**src/rtl/core/ifla_pkg.sv**
```systemverilog
// ----------------------------------------------------------------------------
// ifla_pkg
// Shared types and codes of the inode free list allocator.
// ----------------------------------------------------------------------------
`timescale 1ns / 1ps
`default_nettype none

package ifla_pkg;

  localparam int NUM_W  = 10;  // inode number field
  localparam int CNT_W  = 11;  // free count field
  localparam int STAT_W = 2;

  localparam logic FUNC_ALLOC = 1'b0;
  localparam logic FUNC_FREE  = 1'b1;

  typedef enum logic [STAT_W-1:0] {
    ST_OK    = 2'd0,
    ST_NONE  = 2'd1,
    ST_RANGE = 2'd2
  } status_e;

  typedef enum logic [2:0] {
    C_INIT,
    C_IDLE,
    C_EXEC,
    C_REFILL,
    C_POP
  } ctrl_state_e;

  typedef enum logic [1:0] {
    RF_IDLE,
    RF_SCAN,
    RF_COPY
  } refill_state_e;

endpackage

`default_nettype wire

```
**src/rtl/core/ifla_if.sv**
```systemverilog
// ----------------------------------------------------------------------------
// ifla_if
// Request and response channels of the inode allocator.
// ----------------------------------------------------------------------------
`timescale 1ns / 1ps
`default_nettype none

interface ifla_req_if;
  import ifla_pkg::*;
  logic             valid;
  logic             ready;
  logic             func;
  logic [NUM_W-1:0] inode_number;

  modport source (output valid, output func, output inode_number, input ready);
  modport sink   (input valid, input func, input inode_number, output ready);
endinterface

interface ifla_rsp_if;
  import ifla_pkg::*;
  logic              valid;
  logic              ready;
  logic [STAT_W-1:0] status;
  logic [NUM_W-1:0]  granted_inode;
  logic [CNT_W-1:0]  free_count;

  modport source (output valid, output status, output granted_inode, output free_count,
                  input ready);
  modport sink   (input valid, input status, input granted_inode, input free_count,
                  output ready);
endinterface

`default_nettype wire

```
**src/rtl/core/ifla_free_map.sv**
```systemverilog
// ----------------------------------------------------------------------------
// ifla_free_map
// One bit per inode; set-all sweep after reset, registered read.
// ----------------------------------------------------------------------------
`timescale 1ns / 1ps
`default_nettype none

module ifla_free_map #(
  parameter int NUM_INODES = 1024
) (
  input  logic                          clk_i,
  input  logic                          rst_ni,
  input  logic                          we_i,
  input  logic [$clog2(NUM_INODES)-1:0] waddr_i,
  input  logic                          wdata_i,
  input  logic                          re_i,
  input  logic [$clog2(NUM_INODES)-1:0] raddr_i,
  output logic                          rdata_o,
  output logic                          ready_o
);
  import ifla_pkg::*;

  localparam int IW = $clog2(NUM_INODES);

  logic          mem [NUM_INODES];
  logic [IW-1:0] clr_addr_q, clr_addr_d;
  logic          init_done_q, init_done_d;
  logic          rdata_q;
  logic          mem_we;
  logic [IW-1:0] mem_waddr;
  logic          mem_wdata;

  // sweep writes ones until the last entry
  always_comb begin
    clr_addr_d  = clr_addr_q;
    init_done_d = init_done_q;
    if (!init_done_q) begin
      clr_addr_d = clr_addr_q + IW'(1);
      if (clr_addr_q == IW'(NUM_INODES - 1)) begin
        init_done_d = 1'b1;
      end
    end
  end

  always_ff @(posedge clk_i or negedge rst_ni) begin
    if (!rst_ni) begin
      clr_addr_q  <= '0;
      init_done_q <= 1'b0;
    end else begin
      clr_addr_q  <= clr_addr_d;
      init_done_q <= init_done_d;
    end
  end

  assign mem_we    = !init_done_q || we_i;
  assign mem_waddr = init_done_q ? waddr_i : clr_addr_q;
  assign mem_wdata = init_done_q ? wdata_i : 1'b1;

  always_ff @(posedge clk_i) begin
    if (mem_we) begin
      mem[mem_waddr] <= mem_wdata;
    end
    if (re_i) begin
      rdata_q <= mem[raddr_i];
    end
  end

  assign rdata_o = rdata_q;
  assign ready_o = init_done_q;

endmodule

`default_nettype wire

```
**src/rtl/core/ifla_refill.sv**
```systemverilog
// ----------------------------------------------------------------------------
// ifla_refill
// Circular free map scan with gather buffer and reversed copy into the cache.
// ----------------------------------------------------------------------------
`timescale 1ns / 1ps
`default_nettype none

module ifla_refill #(
  parameter int NUM_INODES = 1024,
  parameter int CACHE_SIZE = 16
) (
  input  logic                                                   clk_i,
  input  logic                                                   rst_ni,
  input  logic                                                   start_i,
  input  logic [$clog2(NUM_INODES)-1:0]                          start_pos_i,
  input  logic                                                   map_rdata_i,
  output logic                                                   map_re_o,
  output logic [$clog2(NUM_INODES)-1:0]                          map_raddr_o,
  output logic                                                   cache_we_o,
  output logic [((CACHE_SIZE > 1) ? $clog2(CACHE_SIZE) : 1)-1:0] cache_waddr_o,
  output logic [$clog2(NUM_INODES)-1:0]                          cache_wdata_o,
  output logic                                                   done_o,
  output logic [$clog2(CACHE_SIZE + 1)-1:0]                      found_o
);
  import ifla_pkg::*;

  localparam int IW = $clog2(NUM_INODES);
  localparam int KW = $clog2(NUM_INODES + 1);
  localparam int FW = $clog2(CACHE_SIZE + 1);
  localparam int XW = (CACHE_SIZE > 1) ? $clog2(CACHE_SIZE) : 1;

  refill_state_e state_q, state_d;

  logic [IW-1:0] pos_q, pos_d, pos_nxt;
  logic [KW-1:0] iss_q, iss_d;
  logic          chk_vld_q, chk_vld_d;
  logic [IW-1:0] chk_pos_q, chk_pos_d;
  logic [FW-1:0] found_q, found_d, found_nx;
  logic [FW-1:0] cp_rd_q, cp_rd_d;
  logic          cp_pend_q, cp_pend_d;
  logic [FW-1:0] cp_idx_q, cp_idx_d;
  logic [FW-1:0] cp_waddr;

  logic [IW-1:0] gmem [CACHE_SIZE];
  logic [IW-1:0] g_rdata_q;
  logic          g_we, g_re;

  logic hit, all_issued, scan_stop, issue, copy_last;

  // position stepper, wraps at the last inode
  assign pos_nxt = (pos_q == IW'(NUM_INODES - 1)) ? '0 : pos_q + IW'(1);

  assign hit        = chk_vld_q && map_rdata_i;
  assign found_nx   = found_q + FW'(hit);
  assign all_issued = (iss_q == KW'(NUM_INODES));
  assign scan_stop  = (found_nx == FW'(CACHE_SIZE)) || (all_issued && !chk_vld_q);
  assign issue      = (state_q == RF_SCAN) && !scan_stop && !all_issued;
  assign copy_last  = (cp_rd_q == found_q) && cp_pend_q;
  assign cp_waddr   = found_q - FW'(1) - cp_idx_q;

  always_comb begin
    state_d = state_q;
    unique case (state_q)
      RF_IDLE: begin
        if (start_i) state_d = RF_SCAN;
      end
      RF_SCAN: begin
        if (scan_stop) state_d = (found_nx == '0) ? RF_IDLE : RF_COPY;
      end
      RF_COPY: begin
        if (copy_last) state_d = RF_IDLE;
      end
      default: state_d = RF_IDLE;
    endcase
  end

  always_comb begin
    pos_d     = pos_q;
    iss_d     = iss_q;
    chk_vld_d = 1'b0;
    chk_pos_d = chk_pos_q;
    found_d   = found_q;
    cp_rd_d   = cp_rd_q;
    cp_pend_d = 1'b0;
    cp_idx_d  = cp_idx_q;
    g_we      = 1'b0;
    g_re      = 1'b0;
    done_o    = 1'b0;
    unique case (state_q)
      RF_IDLE: begin
        if (start_i) begin
          pos_d   = start_pos_i;
          iss_d   = '0;
          found_d = '0;
        end
      end
      RF_SCAN: begin
        g_we    = hit;
        found_d = found_nx;
        if (issue) begin
          pos_d     = pos_nxt;
          iss_d     = iss_q + KW'(1);
          chk_vld_d = 1'b1;
          chk_pos_d = pos_q;
        end
        if (scan_stop) begin
          cp_rd_d = '0;
          done_o  = (found_nx == '0);
        end
      end
      RF_COPY: begin
        if (cp_rd_q != found_q) begin
          g_re      = 1'b1;
          cp_rd_d   = cp_rd_q + FW'(1);
          cp_pend_d = 1'b1;
          cp_idx_d  = cp_rd_q;
        end
        done_o = copy_last;
      end
      default: ;
    endcase
  end

  always_ff @(posedge clk_i or negedge rst_ni) begin
    if (!rst_ni) begin
      state_q   <= RF_IDLE;
      chk_vld_q <= 1'b0;
      cp_pend_q <= 1'b0;
      iss_q     <= '0;
      found_q   <= '0;
      cp_rd_q   <= '0;
    end else begin
      state_q   <= state_d;
      chk_vld_q <= chk_vld_d;
      cp_pend_q <= cp_pend_d;
      iss_q     <= iss_d;
      found_q   <= found_d;
      cp_rd_q   <= cp_rd_d;
    end
  end

  always_ff @(posedge clk_i) begin
    pos_q     <= pos_d;
    chk_pos_q <= chk_pos_d;
    cp_idx_q  <= cp_idx_d;
  end

  // gather buffer: filled in scan order, read back in the copy phase
  always_ff @(posedge clk_i) begin
    if (g_we) begin
      gmem[found_q[XW-1:0]] <= chk_pos_q;
    end
    if (g_re) begin
      g_rdata_q <= gmem[cp_rd_q[XW-1:0]];
    end
  end

  assign map_re_o      = issue;
  assign map_raddr_o   = pos_q;
  assign cache_we_o    = (state_q == RF_COPY) && cp_pend_q;
  assign cache_waddr_o = cp_waddr[XW-1:0];
  assign cache_wdata_o = g_rdata_q;
  assign found_o       = found_q;

endmodule

`default_nettype wire

```
**src/rtl/core/inode_free_list_allocator_top.sv**
```systemverilog
// ----------------------------------------------------------------------------
// inode_free_list_allocator_top
// Inode allocator: free number cache in front of a one-bit-per-inode map.
// ----------------------------------------------------------------------------
// Steps: a free is answered from C_EXEC; an allocate from the cache reads the
// top slot in C_EXEC and is answered from C_POP; the response is registered.
// An allocate on an empty cache adds a scan of up to NUM_INODES map reads (one
// map read per cycle), a copy of the found numbers into the cache and one more
// pass through C_EXEC. One request at a time: ready only in C_IDLE.
// Reset: async, active low; then a sweep sets the map to all free, and the
// request channel is not ready until it finishes.
`timescale 1ns / 1ps
`default_nettype none

module inode_free_list_allocator_top #(
  parameter int NUM_INODES = 1024,
  parameter int CACHE_SIZE = 16
) (
  input logic        clk_i,
  input logic        rst_ni,
  ifla_req_if.sink   req_i,
  ifla_rsp_if.source rsp_o
);
  import ifla_pkg::*;

  localparam int IW = $clog2(NUM_INODES);
  localparam int KW = $clog2(NUM_INODES + 1);
  localparam int FW = $clog2(CACHE_SIZE + 1);
  localparam int XW = (CACHE_SIZE > 1) ? $clog2(CACHE_SIZE) : 1;

  ctrl_state_e state_q, state_d;

  // latched request
  logic             func_q;
  logic [NUM_W-1:0] num_q;
  logic [IW-1:0]    num_iw;
  logic             refilled_q;

  // allocator state
  logic [FW-1:0] fill_q, fill_dec;
  logic [IW-1:0] slot0_q;
  logic [KW-1:0] cnt_q;

  // response register
  logic              out_valid_q;
  logic [STAT_W-1:0] out_status_q;
  logic [NUM_W-1:0]  out_granted_q;
  logic [CNT_W-1:0]  out_count_q;
  logic              out_free;

  // cache memory
  logic [IW-1:0] cache_mem [CACHE_SIZE];
  logic [IW-1:0] cache_rdata_q;
  logic          cache_re;
  logic          cache_we;
  logic [XW-1:0] cache_waddr;
  logic [IW-1:0] cache_wdata;

  // free map and refill sequencer
  logic          map_we, map_wdata, map_re, map_rdata, map_ready;
  logic [IW-1:0] map_waddr, map_raddr;
  logic          rf_start, rf_done, rf_we;
  logic [XW-1:0] rf_waddr;
  logic [IW-1:0] rf_wdata;
  logic [FW-1:0] rf_found;
  logic [IW-1:0] rf_start_pos;

  // per-cycle decisions
  logic          accept;
  logic          res_ld;
  status_e       res_status;
  logic [IW-1:0] res_granted;
  logic          push, replace, pop;
  logic          cnt_inc, cnt_dec;
  logic          in_range, cache_full;

  assign accept     = req_i.valid && req_i.ready;
  assign out_free   = !out_valid_q || rsp_o.ready;
  assign num_iw     = IW'(num_q);
  assign in_range   = 32'(num_q) < NUM_INODES;
  assign cache_full = 32'(fill_q) >= CACHE_SIZE;
  assign fill_dec   = fill_q - FW'(1);

  // scan starts at slot 0, or at inode 0 if slot 0 is out of range
  assign rf_start_pos = (32'(slot0_q) >= NUM_INODES) ? '0 : slot0_q;

  // ---------------------------------------------------------------- next state
  always_comb begin
    state_d = state_q;
    unique case (state_q)
      C_INIT: begin
        if (map_ready) state_d = C_IDLE;
      end
      C_IDLE: begin
        if (accept) state_d = C_EXEC;
      end
      C_EXEC: begin
        if (func_q == FUNC_FREE) begin
          if (out_free) state_d = C_IDLE;
        end else if (cnt_q == '0 || (fill_q == '0 && refilled_q)) begin
          if (out_free) state_d = C_IDLE;
        end else if (fill_q == '0) begin
          state_d = C_REFILL;
        end else begin
          state_d = C_POP;
        end
      end
      C_REFILL: begin
        if (rf_done) state_d = C_EXEC;
      end
      C_POP: begin
        if (out_free) state_d = C_IDLE;
      end
      default: state_d = C_INIT;
    endcase
  end

  // ------------------------------------------------------------------ outputs
  always_comb begin
    res_ld      = 1'b0;
    res_status  = ST_OK;
    res_granted = '0;
    push        = 1'b0;
    replace     = 1'b0;
    pop         = 1'b0;
    cnt_inc     = 1'b0;
    cnt_dec     = 1'b0;
    cache_re    = 1'b0;
    rf_start    = 1'b0;
    map_we      = 1'b0;
    map_waddr   = num_iw;
    map_wdata   = 1'b1;
    unique case (state_q)
      C_EXEC: begin
        if (func_q == FUNC_FREE) begin
          if (out_free) begin
            res_ld = 1'b1;
            if (!in_range) begin
              res_status = ST_RANGE;
            end else begin
              push    = !cache_full;
              replace = cache_full && (32'(slot0_q) > 32'(num_q));
              map_we  = 1'b1;
              cnt_inc = cnt_q < KW'(NUM_INODES);  // saturates on double free
            end
          end
        end else if (cnt_q == '0 || (fill_q == '0 && refilled_q)) begin
          res_ld     = out_free;
          res_status = ST_NONE;
        end else if (fill_q == '0) begin
          rf_start = 1'b1;
        end else begin
          cache_re = 1'b1;  // top of cache, data in C_POP
        end
      end
      C_POP: begin
        if (out_free) begin
          res_ld      = 1'b1;
          res_granted = cache_rdata_q;
          pop         = 1'b1;
          cnt_dec     = 1'b1;
          map_we      = 1'b1;
          map_waddr   = cache_rdata_q;
          map_wdata   = 1'b0;
        end
      end
      default: ;
    endcase
  end

  assign req_i.ready = (state_q == C_IDLE);

  // --------------------------------------------------------------- registers
  always_ff @(posedge clk_i or negedge rst_ni) begin
    if (!rst_ni) begin
      state_q     <= C_INIT;
      fill_q      <= '0;
      slot0_q     <= '0;
      cnt_q       <= KW'(NUM_INODES);
      refilled_q  <= 1'b0;
      out_valid_q <= 1'b0;
    end else begin
      state_q <= state_d;
      if (accept) begin
        refilled_q <= 1'b0;
      end else if (state_q == C_REFILL && rf_done) begin
        refilled_q <= 1'b1;
      end
      if (state_q == C_REFILL && rf_done) begin
        fill_q <= rf_found;
      end else if (push) begin
        fill_q <= fill_q + FW'(1);
      end else if (pop) begin
        fill_q <= fill_dec;
      end
      if (cache_we && cache_waddr == '0) begin
        slot0_q <= cache_wdata;
      end
      if (cnt_inc) begin
        cnt_q <= cnt_q + KW'(1);
      end else if (cnt_dec) begin
        cnt_q <= cnt_q - KW'(1);
      end
      if (res_ld) begin
        out_valid_q <= 1'b1;
      end else if (rsp_o.ready) begin
        out_valid_q <= 1'b0;
      end
    end
  end

  always_ff @(posedge clk_i) begin
    if (accept) begin
      func_q <= req_i.func;
      num_q  <= req_i.inode_number;
    end
    if (res_ld) begin
      out_status_q  <= res_status;
      out_granted_q <= NUM_W'(res_granted);
      // counter value after this operation
      if (cnt_inc) begin
        out_count_q <= CNT_W'(cnt_q + KW'(1));
      end else if (cnt_dec) begin
        out_count_q <= CNT_W'(cnt_q - KW'(1));
      end else begin
        out_count_q <= CNT_W'(cnt_q);
      end
    end
  end

  // cache write port: refill copy, push at fill, or slot 0 replace
  always_comb begin
    cache_we    = rf_we || push || replace;
    cache_waddr = '0;
    cache_wdata = num_iw;
    if (rf_we) begin
      cache_waddr = rf_waddr;
      cache_wdata = rf_wdata;
    end else if (push) begin
      cache_waddr = fill_q[XW-1:0];
    end
  end

  always_ff @(posedge clk_i) begin
    if (cache_we) begin
      cache_mem[cache_waddr] <= cache_wdata;
    end
    if (cache_re) begin
      cache_rdata_q <= cache_mem[fill_dec[XW-1:0]];
    end
  end

  assign rsp_o.valid         = out_valid_q;
  assign rsp_o.status        = out_status_q;
  assign rsp_o.granted_inode = out_granted_q;
  assign rsp_o.free_count    = out_count_q;

  // ----------------------------------------------------------- submodules
  ifla_free_map #(
    .NUM_INODES (NUM_INODES)
  ) u_map (
    .clk_i   (clk_i),
    .rst_ni  (rst_ni),
    .we_i    (map_we),
    .waddr_i (map_waddr),
    .wdata_i (map_wdata),
    .re_i    (map_re),
    .raddr_i (map_raddr),
    .rdata_o (map_rdata),
    .ready_o (map_ready)
  );

  ifla_refill #(
    .NUM_INODES (NUM_INODES),
    .CACHE_SIZE (CACHE_SIZE)
  ) u_refill (
    .clk_i         (clk_i),
    .rst_ni        (rst_ni),
    .start_i       (rf_start),
    .start_pos_i   (rf_start_pos),
    .map_rdata_i   (map_rdata),
    .map_re_o      (map_re),
    .map_raddr_o   (map_raddr),
    .cache_we_o    (rf_we),
    .cache_waddr_o (rf_waddr),
    .cache_wdata_o (rf_wdata),
    .done_o        (rf_done),
    .found_o       (rf_found)
  );

endmodule

`default_nettype wire

```
**src/flat_wrapper.sv**
```systemverilog
// flat-port wrapper written by rule: the top's interface ports become plain ports
module inode_free_list_allocator_top_flat import ifla_pkg::*;
#(
  parameter int NUM_INODES = 1024,
  parameter int CACHE_SIZE = 16
)
  (clk_i, rst_ni, req_i_valid, req_i_func, req_i_inode_number, req_i_ready, rsp_o_valid, rsp_o_status, rsp_o_granted_inode, rsp_o_free_count, rsp_o_ready);
  ifla_req_if req_i_i ();
  ifla_rsp_if rsp_o_i ();
  input logic clk_i;
  input logic rst_ni;
  input wire logic [$bits(req_i_i.valid)-1:0] req_i_valid;
  input wire logic [$bits(req_i_i.func)-1:0] req_i_func;
  input wire logic [$bits(req_i_i.inode_number)-1:0] req_i_inode_number;
  output wire logic [$bits(req_i_i.ready)-1:0] req_i_ready;
  output wire logic [$bits(rsp_o_i.valid)-1:0] rsp_o_valid;
  output wire logic [$bits(rsp_o_i.status)-1:0] rsp_o_status;
  output wire logic [$bits(rsp_o_i.granted_inode)-1:0] rsp_o_granted_inode;
  output wire logic [$bits(rsp_o_i.free_count)-1:0] rsp_o_free_count;
  input wire logic [$bits(rsp_o_i.ready)-1:0] rsp_o_ready;
  assign req_i_i.valid = req_i_valid;
  assign req_i_i.func = req_i_func;
  assign req_i_i.inode_number = req_i_inode_number;
  assign req_i_ready = req_i_i.ready;
  assign rsp_o_valid = rsp_o_i.valid;
  assign rsp_o_status = rsp_o_i.status;
  assign rsp_o_granted_inode = rsp_o_i.granted_inode;
  assign rsp_o_free_count = rsp_o_i.free_count;
  assign rsp_o_i.ready = rsp_o_ready;
  inode_free_list_allocator_top #(.NUM_INODES(NUM_INODES), .CACHE_SIZE(CACHE_SIZE)) u_core (.clk_i(clk_i), .rst_ni(rst_ni), .req_i(req_i_i), .rsp_o(rsp_o_i));
endmodule
```
**config.mk**
```make
export PLATFORM = sky130hd
export DESIGN_NAME = inode_free_list_allocator_top_flat
export DESIGN_NICKNAME = d
export VERILOG_FILES = /design/src/rtl/core/ifla_pkg.sv /design/src/rtl/core/ifla_if.sv /design/src/rtl/core/ifla_free_map.sv /design/src/rtl/core/ifla_refill.sv /design/src/rtl/core/inode_free_list_allocator_top.sv /design/src/flat_wrapper.sv
export SDC_FILE = /design/constraint.sdc
export NUM_CORES = 2
export LEC_CHECK = 0
export BUFFER_PORTS_ARGS = -buffer_cell sky130_fd_sc_hd__clkbuf_2
export CORE_UTILIZATION = 54
export DETAILED_ROUTE_END_ITERATION = 16
export PLACE_DENSITY = 0.8
export SLEW_MARGIN = 25
export SYNTH_ARGS = -nofsm -noshare
export SYNTH_HDL_FRONTEND = slang
export SYNTH_SLANG_ARGS = --single-unit
export TNS_END_PERCENT = 30
```
**constraint.sdc**
```tcl
create_clock -name clk_i -period 28 [get_ports clk_i]
set_input_delay 5.6 -clock clk_i [delete_from_list [all_inputs] [get_ports clk_i]]
set_output_delay 5.6 -clock clk_i [all_outputs]
set_load 0.02 [all_outputs]
```
==> metrics.txt <==
status completed; Simple-Gate Fraction of Synth Area 0.0962; Core Box Area 0.117 mm^2; Starting Density 0.546; Clk pin slew, worst setup/hold paths 0.06 ns; asr flop ratio synth 0.0450; f_max 99.9 MHz; Most used DFF post-synth edfxtp_1; Post-DP HPWL 84800 um; worst skew pair latency 0.78 ns; Worst Path Required 28.44 ns; IO Count 40; Slew Viols, Final 0; CTS tree done; final setup violation count 0; aggregate global routing overflow 0; sequential-to-total area share from yosys stat 0.696; slew margin rel. 0.207; master of the slowest instance on the critical path buf_4; FILL cells 8104; die width 346 um; PD cells 74.3 mW/mm^2; post-route ant nets 0; layout cells sized above 1 0.170; global-route wire length before repair 232000 um; Cell Chain, Critical Path clkbuf_2, nand2b_1, and3_1, nand2_4, buf_6, buf_6, buf_4, buf_4; Cells after Synth 4269; Synth cell types 81; Lkg Pwr 24.4 nW; Root Buffer clkbuf_16; Synth Warn # 0; largest net degree at the start of global routing 308; clock tree buffer depth 3; reg-to-reg critical path endpoint u_core.u_map.rdata_o; Max VDD drop 0.0564 mV; area of placed instances 0.0651 mm^2; Avg Vias per Cell 6.56; CP peak stage delay 0.88 ns; number of DRC markers in iteration 0 6359; Inserted Clock Buffers 145; largest family of logic cells by synthesized area multiplexers; max-cap viol count 0; R2R Setup Slk 22.38 ns; Post-Syn Area 0.0637 mm^2; Least-Margin Pin Slew 1.19 ns; die footprint 0.119 mm^2; Crit Path Class input port to register; Final Critical Period 10.01 ns; Clock Skew 0.0316 ns; Resized Gates After CTS 0; Post-synth EDFFs 1422; H-tree levels 4; CP Max Fanout 139; CTS sink count 1489; total power 5.19 mW; Net count, final 4231; Synth Area in XOR/XNOR 0.00618; Worst setup EP type register; #FFs+latches synth 1489; WP data arrival 10.45 ns; RSZ-0062 raised after global routing no; drt drc 0; std cell rows 125; Die Y 346 um; post-CTS setup buffers 0; Syn-to-layout area delta 9.54%; Syn Nets 4313; RePlAce Congestion 0.859; design area 0.0698 mm^2; Post-Route Setup TNS 0 ns; nature of the critical path startpoint input port; Final period util 0.358; vias in the first global route 36800; Tot GR Track Use 0.263; final hold vios 0; initial antenna violation count 3; critical path launch point rsp_o_ready; worst r2r src u_core.u_refill.map_raddr_o[0]; Vias 38200; Cell Count, Final, Fillers Out 5828; end point of the critical path u_core.u_map.mem[577]; worst reg2reg path depth 10; Post-CTS Hold Fix Bufs 0; post-synthesis mux area share 0.129; post-synthesis compound-gate area fraction 0.0389; final wirelength 159000 um; drt first pass iters 6; dpl cells 5563; Mean Syn Cell Area 14.9 um^2; DR WL/cell 27.2 um; Tightest Hold Check Type register to register; post-synthesis adder-cell area fraction 0.00581; IO Port Bufs 38
report_power, final:
group | internal [mW] | switching (mW) | leakage (nW)
Clock | 1.05 | 0.838 | 2.21
Sequential | 2.49 | 0.0590 | 16.3
Combinational | 0.281 | 0.469 | 5.91
Total | 3.82 | 1.37 | 24.4
critical path: cells and delay by family:
kind / cells / cell delay [ns]
AND/OR/NAND/NOR: 3 / 1.26
buffers and inverters: 5 / 3.21
sequential cells by signal (all words and copies together), names as in the netlist, 11 cells and up:
| register | count |
|---|---|
| u_core.u_map.mem | 1024 |
| u_core.cache_mem | 160 |
| u_core.u_refill.gmem | 160 |
| u_core.cnt_q | 11 |
| u_core.rsp_o.free_count | 11 |
| u_core.u_refill.iss_q | 11 |
cell families after synthesis:
kind of cell / Yosys count
simple gates: 1497
buf+inv: 389
xor+xnor: 45
mux: 452
compound gates: 367
flops: 1489
other cells: 1
fa+ha+maj: 29
synthesized netlist by cell type, types with 43 or more instances:
master | count | share of area
o221ai_1 | 61 | 0.0084
clkbuf_1 | 202 | 0.012
buf_2 | 43 | 0.0034
nand2_1 | 153 | 0.0090
dfrtp_1 | 66 | 0.026
mux4_2 | 294 | 0.10
edfxtp_1 | 1422 | 0.67
a21oi_1 | 91 | 0.0071
mux2i_1 | 142 | 0.022
nor2_1 | 1146 | 0.067
buf_1 | 55 | 0.0032
o21ai_0 | 60 | 0.0047
nor3_1 | 46 | 0.0036
worst min-delay path by stage:
stage                                        end                            from  slack [ns]  cells past startpoint
finish                u_core.u_map.clr_addr_q[5]      u_core.u_map.clr_addr_q[5]        0.49                      1
global route          u_core.u_map.clr_addr_q[5]      u_core.u_map.clr_addr_q[5]        0.51                      1
floorplan           u_core.u_refill.chk_pos_q[3]  u_core.u_refill.map_raddr_o[3]        0.42                      0
CTS                   u_core.u_map.clr_addr_q[5]      u_core.u_map.clr_addr_q[5]        0.49                      1
detailed placement    u_core.u_map.clr_addr_q[5]      u_core.u_map.clr_addr_q[5]        0.48                      1
global placement      u_core.u_map.clr_addr_q[5]      u_core.u_map.clr_addr_q[5]        0.48                      1
area by class of cell:
type	count	area (um^2)	share of cell area
Multi-Input combinational cell	2391	18000	0.257
Tap cell	1524	1910	0.0273
Clock buffer	190	3840	0.0550
Sequential cell	1489	44400	0.636
Inverter	44	166	0.00238
Clock inverter	73	728	0.0104
Antenna cell	1	2.50	0.0000358
Timing Repair Buffer	116	823	0.0118
metal layers:
metal,GRT usage,share of wire,wire (um),up-vias
li1,-,-,-,15800
met1,0.358,0.36,56600,19200
met2,0.410,0.47,74500,2761
met3,0.0623,0.13,21000,422
met4,0.108,0.042,6590,4
met5,0,0.00023,36,-
through the flow:
stage               setup WS, ns  hold slack [ns]  utilization
floorplan                   7.18            0.424            -
global placement           17.05            0.480        0.557
detailed placement         16.80            0.478        0.558
CTS                        17.59            0.487        0.597
global route               17.69            0.513        0.598
finish                     17.99            0.494        0.598
cell usage in the layout, fill, tap and decap left out, drive strengths merged, types with 16 or more instances in the layout:
cell type | synthesis | routed
a21oi | 92 | 92
and2 | 19 | 19
buf | 143 | 79
clkbuf | 202 | 227
clkinv | 3 | 56
dfrtp | 66 | 66
edfxtp | 1422 | 1422
ha | 28 | 28
inv | 41 | 49
mux2 | 16 | 16
mux2i | 142 | 142
mux4 | 294 | 294
nand2 | 153 | 153
nand3 | 29 | 29
nor2 | 1146 | 1146
nor2b | 19 | 19
nor3 | 46 | 46
o21ai | 62 | 62
o221ai | 61 | 61
o22ai | 42 | 42
xnor2 | 26 | 26
xor2 | 19 | 19
(Power assumes the default switching activity.)
